## config.mk

```make
export PLATFORM = sky130hd
export DESIGN_NAME = decimal_text_to_signed_int_unit
export DESIGN_NICKNAME = d
export VERILOG_FILES = /design/src/rtl/dtsi_pkg.sv /design/src/rtl/dtsi_step.sv /design/src/rtl/decimal_text_to_signed_int_unit.sv
export SDC_FILE = /design/constraint.sdc
export NUM_CORES = 1
export LEC_CHECK = 0
export ABC_AREA = 1
export BUFFER_PORTS_ARGS = -buffer_cell sky130_fd_sc_hd__buf_2
export CORE_UTILIZATION = 45
export CTS_BUF_LIST = sky130_fd_sc_hd__clkbuf_2 sky130_fd_sc_hd__clkbuf_4 sky130_fd_sc_hd__clkbuf_8
export CTS_CLUSTER_SIZE = 14
export DETAILED_ROUTE_END_ITERATION = 7
export GPL_ROUTABILITY_DRIVEN = 1
export GPL_TIMING_DRIVEN = 0
export SYNTH_ARGS = -nofsm -noshare
export SYNTH_HDL_FRONTEND = slang
export SYNTH_SLANG_ARGS = --single-unit
```

## constraint.sdc

```tcl
create_clock -name clk -period 7.5 [get_ports clk]
set_input_delay 2.25 -clock clk [delete_from_list [all_inputs] [get_ports clk]]
set_output_delay 2.25 -clock clk [all_outputs]
set_load 0.03 [all_outputs]
```

## src/rtl/dtsi_pkg.sv

```systemverilog
`timescale 1ns / 1ps

package dtsi_pkg;

  typedef enum logic [1:0] {
    ST_OK        = 2'd0,
    ST_OVERFLOW  = 2'd1,
    ST_MALFORMED = 2'd2
  } status_t;

  localparam logic [7:0] CH_ZERO  = 8'h30;
  localparam logic [7:0] CH_NINE  = 8'h39;
  localparam logic [7:0] CH_PLUS  = 8'h2B;
  localparam logic [7:0] CH_MINUS = 8'h2D;

  // Range limits, sign-extended to 64 bits, and their quotients by ten
  // (truncated toward zero).
  localparam logic signed [63:0] MIN64       = 64'sh8000_0000_0000_0000;
  localparam logic signed [63:0] MIN32       = 64'shFFFF_FFFF_8000_0000;
  localparam logic signed [63:0] MIN64_DIV10 = MIN64 / 64'sd10;
  localparam logic signed [63:0] MIN32_DIV10 = MIN32 / 64'sd10;

  localparam int TDATA_OUT_W = 72;

  typedef struct packed {
    logic signed [63:0] acc;
    logic               is_negative;
    logic               at_first;
    logic               seen_digit;
    logic               overflowed;
    logic               malformed;
  } parse_state_t;

  localparam parse_state_t PARSE_STATE_RESET = '{
    acc:         64'sd0,
    is_negative: 1'b0,
    at_first:    1'b1,
    seen_digit:  1'b0,
    overflowed:  1'b0,
    malformed:   1'b0
  };

endpackage

```

## src/rtl/dtsi_step.sv

```systemverilog
`timescale 1ns / 1ps

// One character of parsing: next parse state and, for the final
// character, the result value and status.
module dtsi_step
  import dtsi_pkg::*;
(
  input  parse_state_t       cur,
  input  logic [7:0]         char_code,
  input  logic               last_char,
  input  logic               wide_mode,
  output parse_state_t       nxt,
  output logic signed [63:0] value,
  output status_t            status
);

  logic signed [63:0] lo;
  logic signed [63:0] lo_div10;
  logic signed [65:0] lo_x;
  logic signed [65:0] acc_x;
  logic signed [65:0] prod;
  logic [3:0]         digit;
  logic               is_sign;
  logic               is_digit;
  parse_state_t       upd;

  assign lo       = wide_mode ? MIN64 : MIN32;
  assign lo_div10 = wide_mode ? MIN64_DIV10 : MIN32_DIV10;
  assign lo_x     = {{2{lo[63]}}, lo};
  assign acc_x    = {{2{cur.acc[63]}}, cur.acc};
  assign digit    = 4'(char_code - CH_ZERO);
  assign is_sign  = cur.at_first && (char_code == CH_PLUS || char_code == CH_MINUS);
  assign is_digit = (char_code >= CH_ZERO) && (char_code <= CH_NINE);
  // acc*10 - digit as shift-add, two guard bits so nothing wraps.
  assign prod     = (acc_x <<< 3) + (acc_x <<< 1) - $signed({62'd0, digit});

  always_comb begin
    upd          = cur;
    upd.at_first = 1'b0;
    if (is_sign) begin
      upd.is_negative = (char_code == CH_MINUS);
      if (last_char) begin
        upd.malformed = 1'b1;
      end
    end else if (is_digit) begin
      upd.seen_digit = 1'b1;
      if (!cur.overflowed) begin
        if (cur.acc < lo_div10) begin
          upd.overflowed = 1'b1;
        end else if (prod < lo_x) begin
          upd.overflowed = 1'b1;
        end else begin
          upd.acc = prod[63:0];
        end
      end
    end else begin
      upd.malformed = 1'b1;
    end

    value  = 64'sd0;
    status = ST_OK;
    if (upd.malformed || !upd.seen_digit) begin
      status = ST_MALFORMED;
    end else if (upd.overflowed || upd.acc < lo) begin
      status = ST_OVERFLOW;
    end else if (upd.is_negative) begin
      value = upd.acc;
    end else if (upd.acc == lo) begin
      status = ST_OVERFLOW;
    end else begin
      value = -upd.acc;
    end

    nxt = last_char ? PARSE_STATE_RESET : upd;
  end

endmodule

```

## src/rtl/decimal_text_to_signed_int_unit.sv

```systemverilog
`timescale 1ns / 1ps

// Decimal text to signed integer converter.
// The input stream carries one ASCII character per transaction in
// in_tdata[7:0]; in_tlast marks the final character of a number. An
// optional leading '+' or '-' sets the sign. On the final character one
// transaction leaves on the output stream: value in out_tdata[63:0] and
// status in out_tdata[65:64] (ok, overflow or malformed); value is zero
// unless the status is ok. Characters that are not final produce nothing.
// The cfg channel writes wide_mode: 0 checks the result against the 32-bit
// signed range, 1 against the 64-bit range. cfg_ready is always high.
// Throughput is one character per cycle, except that a final character
// waits while a result is stalled; the limit is the accumulator loop, a
// shift-add multiply by ten, a subtract and a range compare per cycle.
// Path: input register, then the parse step that loads the output register.
// Reset (synchronous, rst_n low) empties both registers, clears the parse
// state and sets wide_mode to 1. When the receiver stalls, the result
// waits in the output register; non-final characters keep flowing, and a
// final character waits in the input register until the output frees.
module decimal_text_to_signed_int_unit
  import dtsi_pkg::*;
(
  input  logic                   clk,
  input  logic                   rst_n,
  input  logic                   in_tvalid,
  output logic                   in_tready,
  input  logic [7:0]             in_tdata,   // [7:0] char_code
  input  logic                   in_tlast,   // last_char
  output logic                   out_tvalid,
  input  logic                   out_tready,
  output logic [TDATA_OUT_W-1:0] out_tdata,  // [63:0] value, [65:64] status, rest zero
  input  logic                   cfg_valid,
  output logic                   cfg_ready,
  input  logic [0:0]             cfg_data    // wide_mode
);

  // Input register.
  logic               in_valid_r, in_valid_nxt;
  logic [7:0]         in_char_r;
  logic               in_last_r;

  // Parse state carried from character to character.
  parse_state_t       state_r, state_nxt;
  parse_state_t       step_state;
  logic               wide_mode_r;

  // Output register.
  logic               out_valid_r, out_valid_nxt;
  logic signed [63:0] out_value_r;
  status_t            out_status_r;

  logic signed [63:0] step_value;
  status_t            step_status;
  logic               out_free;
  logic               step_fire;
  logic               in_take;

  dtsi_step u_step (
    .cur       (state_r),
    .char_code (in_char_r),
    .last_char (in_last_r),
    .wide_mode (wide_mode_r),
    .nxt       (step_state),
    .value     (step_value),
    .status    (step_status)
  );

  // A final character may only step when the output register can take
  // its result; other characters step whenever they are present.
  assign out_free  = !out_valid_r || out_tready;
  assign step_fire = in_valid_r && (!in_last_r || out_free);
  assign in_tready = !in_valid_r || step_fire;
  assign in_take   = in_tvalid && in_tready;
  assign cfg_ready = 1'b1;

  always_comb begin
    in_valid_nxt = in_take ? 1'b1 : (step_fire ? 1'b0 : in_valid_r);
    state_nxt    = step_fire ? step_state : state_r;
    if (step_fire && in_last_r) begin
      out_valid_nxt = 1'b1;
    end else if (out_tready) begin
      out_valid_nxt = 1'b0;
    end else begin
      out_valid_nxt = out_valid_r;
    end
  end

  always_ff @(posedge clk) begin
    if (!rst_n) begin
      in_valid_r  <= 1'b0;
      out_valid_r <= 1'b0;
      state_r     <= PARSE_STATE_RESET;
      wide_mode_r <= 1'b1;
    end else begin
      in_valid_r  <= in_valid_nxt;
      out_valid_r <= out_valid_nxt;
      state_r     <= state_nxt;
      if (cfg_valid && cfg_ready) begin
        wide_mode_r <= cfg_data[0];
      end
    end
  end

  // Payload registers: loaded only on a transaction, no reset needed.
  always_ff @(posedge clk) begin
    if (in_take) begin
      in_char_r <= in_tdata;
      in_last_r <= in_tlast;
    end
    if (step_fire && in_last_r) begin
      out_value_r  <= step_value;
      out_status_r <= step_status;
    end
  end

  assign out_tvalid = out_valid_r;
  assign out_tdata  = {{(TDATA_OUT_W - 66){1'b0}}, out_status_r, out_value_r};

endmodule

```

After elaboration in Yosys (flattened, before gate mapping)
Index checks and enable logic that the tools add are counted.
- flip-flop bits (word level): 147
- input bits: 15
- output and inout bits: 75
- word-level logic and storage cells: 69
- $add $sub $neg: 4
- order comparisons: 5
- eq/ne operators: 3
- mux-type cells: 26
- reductions and logical operators: 18
- operators by type and width (operator ; number):
    $mux W64 ; 7
    $mux W69 ; 1
    $add A66 B65 Y66 ; 1
    $lt A66 B64 Y1 ; 1
    $sub A66 B5 Y66 ; 1
    $eq A64 B64 Y1 ; 1
    $lt A64 B61 Y1 ; 1
    $lt A64 B64 Y1 ; 1
    $neg A64 Y64 ; 1
    $mux W63 ; 1
    $mux W60 ; 1
    $eq A8 B6 Y1 const B ; 2
    $mux W1 ; 12
    $ge A8 B6 Y1 const B ; 1
    $le A8 B6 Y1 const B ; 1
    $mux W2 ; 4
    $logic_or A1 B1 Y1 ; 6
    $logic_and A1 B1 Y1 ; 5
    $logic_not A1 Y1 ; 4
    $reduce_bool A2 Y1 ; 2
    $sub A4 B1 Y4 const B ; 1
    $reduce_or A2 Y1 ; 1

Logic depth before layout (Yosys ltp)
- depth in word-level cells: 12
- gate-level depth with buffers: 50
- depth with buffers taken out: 47

Hierarchy
Synthesis repeated with hierarchy kept, for this count alone.
- cells, all modules: 2771
- area, all modules: 17266.6 um^2
- by module, submodules not included (module ; times used ; cells each ; area each (um^2) ; seq. area each (um^2)):
    dtsi_step ; 1 ; 2216 ; 11750.0 ; 0.0
    decimal_text_to_signed_int_unit ; 1 ; 555 ; 5516.5 ; 3693.5

Least setup slack after synthesis
No wires, ideal clock.
- path type: reg-to-reg
- start point: register wide_mode_r
- end point: register out_value_r[24], data pin
- setup time: 0.266 ns
- arrival: 6.067 ns
- data required time: 7.234 ns
- setup slack: 1.167 ns
- cell stages (with the launch flop): 30
- path through: dfxtp_1 ha_1 a21oi_1 o21ai_0 nand2_1 o211ai_1 a221oi_1 nand2_1 xor2_1 nor2_1 clkbuf_1 buf_1 nand3_1 nand2_1 ha_1 a21oi_1 nor2_1 a211oi_1 o221ai_1 nand2_1 o2111ai_1 nand2_1 o2111ai_1 nand2_1 nand4_1 nand2_1 inv_1 nand2_1 clkbuf_1 nor2_1
- longest elaborated chain between the ends: 10
- ends and longest elaborated chain (element ; line ; RTL):
    start, declared ; decimal_text_to_signed_int_unit.sv:45 ; logic wide_mode_r;
    start signal, assigned ; decimal_text_to_signed_int_unit.sv:99 ; wide_mode_r <= cfg_data[0];
    $mux W63 ; dtsi_step.sv:27 ; assign lo = wide_mode ? MIN64 : MIN32;
    $lt A66 B64 Y1 ; dtsi_step.sv:50 ; end else if (prod < lo_x) begin
    $mux W64 ; dtsi_step.sv:50 ;
    $mux W64 ; dtsi_step.sv:48 ; if (cur.acc < lo_div10) begin
    $mux W64 ; dtsi_step.sv:47 ; if (!cur.overflowed) begin
    $mux W64 ; dtsi_step.sv:45 ; end else if (is_digit) begin
    $mux W64 ; dtsi_step.sv:40 ; if (is_sign) begin
    $neg A64 Y64, or another cell as far along ; dtsi_step.sv:71 ; value = -upd.acc;
    $mux W64 or $logic_or A1 B1 Y1 (tied branches) ; dtsi_step.sv:68, dtsi_step.sv:64 ;
    $mux W64 or $reduce_or A2 Y1 (tied branches) ; -- ;
    end signal, assigned ; decimal_text_to_signed_int_unit.sv:111 ; out_value_r <= step_value;
    end, declared ; decimal_text_to_signed_int_unit.sv:49 ; logic signed [63:0] out_value_r;
Several ways; a longest one is shown, not always the timed one.
A chain may end at the register's enable or synchronous reset.

Final worst setup path
- start point: register in_char_r[1]
- end point: register out_value_r[47], data pin
- longest elaborated chain between the ends: 11
- ends and longest elaborated chain (element ; line ; RTL):
    start, declared ; decimal_text_to_signed_int_unit.sv:39 ; logic [7:0] in_char_r;
    start signal, assigned ; decimal_text_to_signed_int_unit.sv:107 ; in_char_r <= in_tdata;
    $sub A4 B1 Y4 ; dtsi_step.sv:31 ; assign digit = 4'(char_code - CH_ZERO);
    $sub A66 B5 Y66 ; dtsi_step.sv:35 ; assign prod = (acc_x <<< 3) + (acc_x <<< 1) - $signed({62'd0, digit});
    $lt A66 B64 Y1 ; dtsi_step.sv:50 ;
    $mux W64 ; dtsi_step.sv:50 ;
    $mux W64 ; dtsi_step.sv:48 ;
    $mux W64 ; dtsi_step.sv:47 ;
    $mux W64 ; dtsi_step.sv:45 ;
    $mux W64 ; dtsi_step.sv:40 ;
    $neg A64 Y64, or another cell as far along ; dtsi_step.sv:71 ;
    $mux W64 or $logic_or A1 B1 Y1 (tied branches) ; dtsi_step.sv:68, dtsi_step.sv:64 ;
    $mux W64 or $reduce_or A2 Y1 (tied branches) ; -- ;
Several ways; a longest one is shown, not always the timed one.

==> metrics.md <==
| Metric | Value |
|---|---|
| Leading cell types in the layout, fill and taps excluded | nand2_1, inv_1, nor2_1, ha_1, a21oi_1 |
| Final ANT Viol Nets | 0 |
| Crit path max fanout | 19 |
| EDFF count, synth | between 70 and 80 |
| Count of cell types in the netlist | between 50 and 60 |
| Period Utilization, post-route | a little over nine tenths |
| Critical path capture point type | register |
| H-tree lvl count | 4 |
| CTS sink cnt | approximately 150 |
| GRT Overall Usage | between 20% and 30% |
| GR Overflow Total | 0 |
| WS Path Type | register to register |
| Setup_tns | 0 ps |
| Reported max-cap violation count | 0 |
| YS warnings | 0 |
| Vias/cell | 5.183 |
| Post-Synthesis Cell Area | 16090 um2 |
| Fill count | ~3600 |
| Max stage delay cell, worst path | edfxtp_1 |
| Initial Utilization | between 40% and 50% |
| Final Critical Period | 7109 ps |
| Vias in the first global route | between 10000 and 15000 |
| Cts hold-fix bufs | 0 |
| CP startpoint kind | register |
| Mean Syn Cell Area | 6.531 um2 |
| Slew headroom | around 32% |
| Global-route wire length before repair | slightly below 80000 um |
| Cells after Synth | 2464 |
| Share of cells above drive strength 1 | approximately 12% |
| Largest net degree at the start of global routing | 80 |
| Buffers plus inverters on the worst setup path | 7 |
| WP data required | around 7700 ps |
| Die area | between 30000 and 40000 um2 |
| DRC violations left | 0 |
| Inserted Clock Buffers | 17 |
| Root Driver | clkbuf_8 |
| Total instance count after detailed placement | about 3000 |
| Area growth syn-to-layout | 11.83% |
| Vias after detailed routing | ~16000 |
| FFs w/ async S/R, synth | 0% |
| CP top delay family | simple AND/OR/NAND/NOR gates |
| Skew-Pair Late Insertion Delay | 480 ps |
| Core Area | 34880 um2 |
| # rows | 68 |
| CTS Buffer Depth | 2 |
| Area of the multi-input gates | ~11000 um2 |
| Final cell count without fillers | 3053 |
| Area after DPL | 17110 um2 |
| WP data arrival | approximately 7300 ps |
| Port bufs | 82 |
| Register area share after synthesis | 22.95% |
| Initial antenna violation count | 0 |
| Antenna diodes | 0 |
| Setup violators final | 0 |
| Clk slew on worst S/H paths | approximately 90 ps |
| Total routed wirelength | approximately 50000 um |
| Final hold viol count | 0 |
| CP peak stage delay | between 400 and 500 ps |
| Final Max Tran Viols | 0 |
| I/O pin cnt | 90 |
| Reg area | 3699 um2 |
| Worst Clk Skew | between 15 and 20 ps |
| Final Util | between 50 and 60% |
| Gpl congestion | 0.9318 |
| Drt first pass iters | 5 |
| Post-DP HPWL | 41680 um |
| Cell area after layout | about 18000 um2 |
| Hold Crit Class | register to register |
| Average wire per cell in the routed design | 16.28 um |
| Most used cell, CP | nand2_1 |
| Yosys reg bits | between 100 and 150 |
| Commonest non-fill, non-tap cell in the layout | nand2_1 |
| CTS tree | yes |
| Die X-Extent | approximately 190 um |
| Highest Clock Rate | 140.7 MHz |
| Most used flip-flop cell after synthesis | edfxtp_1 |
| Die extent in y | between 150 and 200 um |
| Final #Nets | approximately 2800 |
| Worst-Margin Slew | around 1000 ps |
| Status | finished clean |
| Initial DRC count | 1211 |
## worst min-delay path, cell delays in order, from the launching register on
cell and delay, ps:
dfxtp_1 340, a21oi_1 40, nor2_1 70
## synth_stat cells (4+ instances only)
master / count / area (um2)
o2111ai_1: 4 / 35.03
nand3_1: 109 / 545.5
nand2_1: 696 / 2613
edfxtp_1: 75 / 2252
a31oi_1: 12 / 75.07
buf_2: 5 / 25.02
nor2_1: 278 / 1044
dfxtp_1: 72 / 1441
ha_1: 208 / 2603
nand3b_1: 19 / 142.6
xor2_1: 60 / 525.5
o211ai_1: 8 / 60.06
nor2_4: 6 / 67.56
nand4_1: 35 / 219.0
buf_4: 8 / 60.06
o21bai_1: 9 / 67.56
a211oi_1: 6 / 45.04
a21oi_1: 189 / 945.9
o21ai_1: 8 / 40.04
clkbuf_1: 29 / 108.9
nor3_1: 21 / 105.1
o21ai_0: 45 / 225.2
nand2_2: 45 / 281.5
o21ai_2: 7 / 61.31
nor2_2: 20 / 125.1
inv_2: 13 / 48.80
buf_6: 14 / 157.7
inv_1: 380 / 1426
xnor2_1: 39 / 341.6
## registers in the layout, indices dropped and copies added, names as in the netlist
signal	flops
out_value_r	64
state_r	69
in_last_r	1
in_valid_r	1
out_tvalid	1
out_status_r	2
wide_mode_r	1
in_char_r	8
## through the flow
stage | setup slack [ps] | hold slack (ps)
after global placement | -1249 | 443.1
final | 391.1 | 482.3
after global routing | -41.90 | 503.2
after detailed placement | -1221 | 457.3
after floorplan | 1167 | 431.6
after CTS | 1.349 | 479.3
## cell families (layout without fill, tap and decap cells)
| group | count (synthesis) | after routing | synth area share, % |
|---|---|---|---|
| compound gates | 308 | 308 | 10.70 |
| xor+xnor | 99 | 99 | 5.388 |
| fa+ha+maj | 210 | 210 | 16.42 |
| buf+inv | 450 | 579 | 11.38 |
| flops | 147 | 147 | 22.95 |
| other cells | 2 | 7 | 0.04667 |
| simple gates | 1248 | 1248 | 33.12 |
## timing repair
| action | 4_1_cts | 5_1_grt |
|---|---|---|
| buffers inserted | 1 | 13 |
| cloned | 0 | 2 |
| pin swaps | 1 | 19 |
| gates resized for setup | 23 | 69 |
| endpoints found under the hold margin | 0 | 0 |
| setup endpoints to repair | 65 | 65 |
## worst paths after layout
path         slack [ps]  depth (start not counted)         endpoint          from
min reg2reg         480                          2       state_r[2]    state_r[2]
max                 390                         45  out_value_r[47]  in_char_r[1]
min                 480                          2       state_r[2]    state_r[2]
max reg2reg         390                         45  out_value_r[47]  in_char_r[1]
## per-layer routing
metal	track usage [%]	vias up	share of wire, %
met5	0	-	0
met3	2.772	58	5.1
met1	40.02	7181	50
met4	6.807	0	1.9
li1	-	8142	-
met2	43.39	443	43
## layout make-up
| cell class | instances | area share (%) |
|---|---|---|
| inverter | 393 | 8.211 |
| clock buffer | 17 | 1.300 |
| sequential | 147 | 20.55 |
| buffer | 55 | 2.009 |
| tap | 455 | 3.163 |
| clock inverter | 15 | 0.8135 |
| timing repair buffer | 99 | 3.198 |
| multi-input combinational | 1872 | 60.75 |
Power is left out: the tool's default activity adds up to more than one toggle a clock period on the data nets, which glitch-free logic cannot reach.
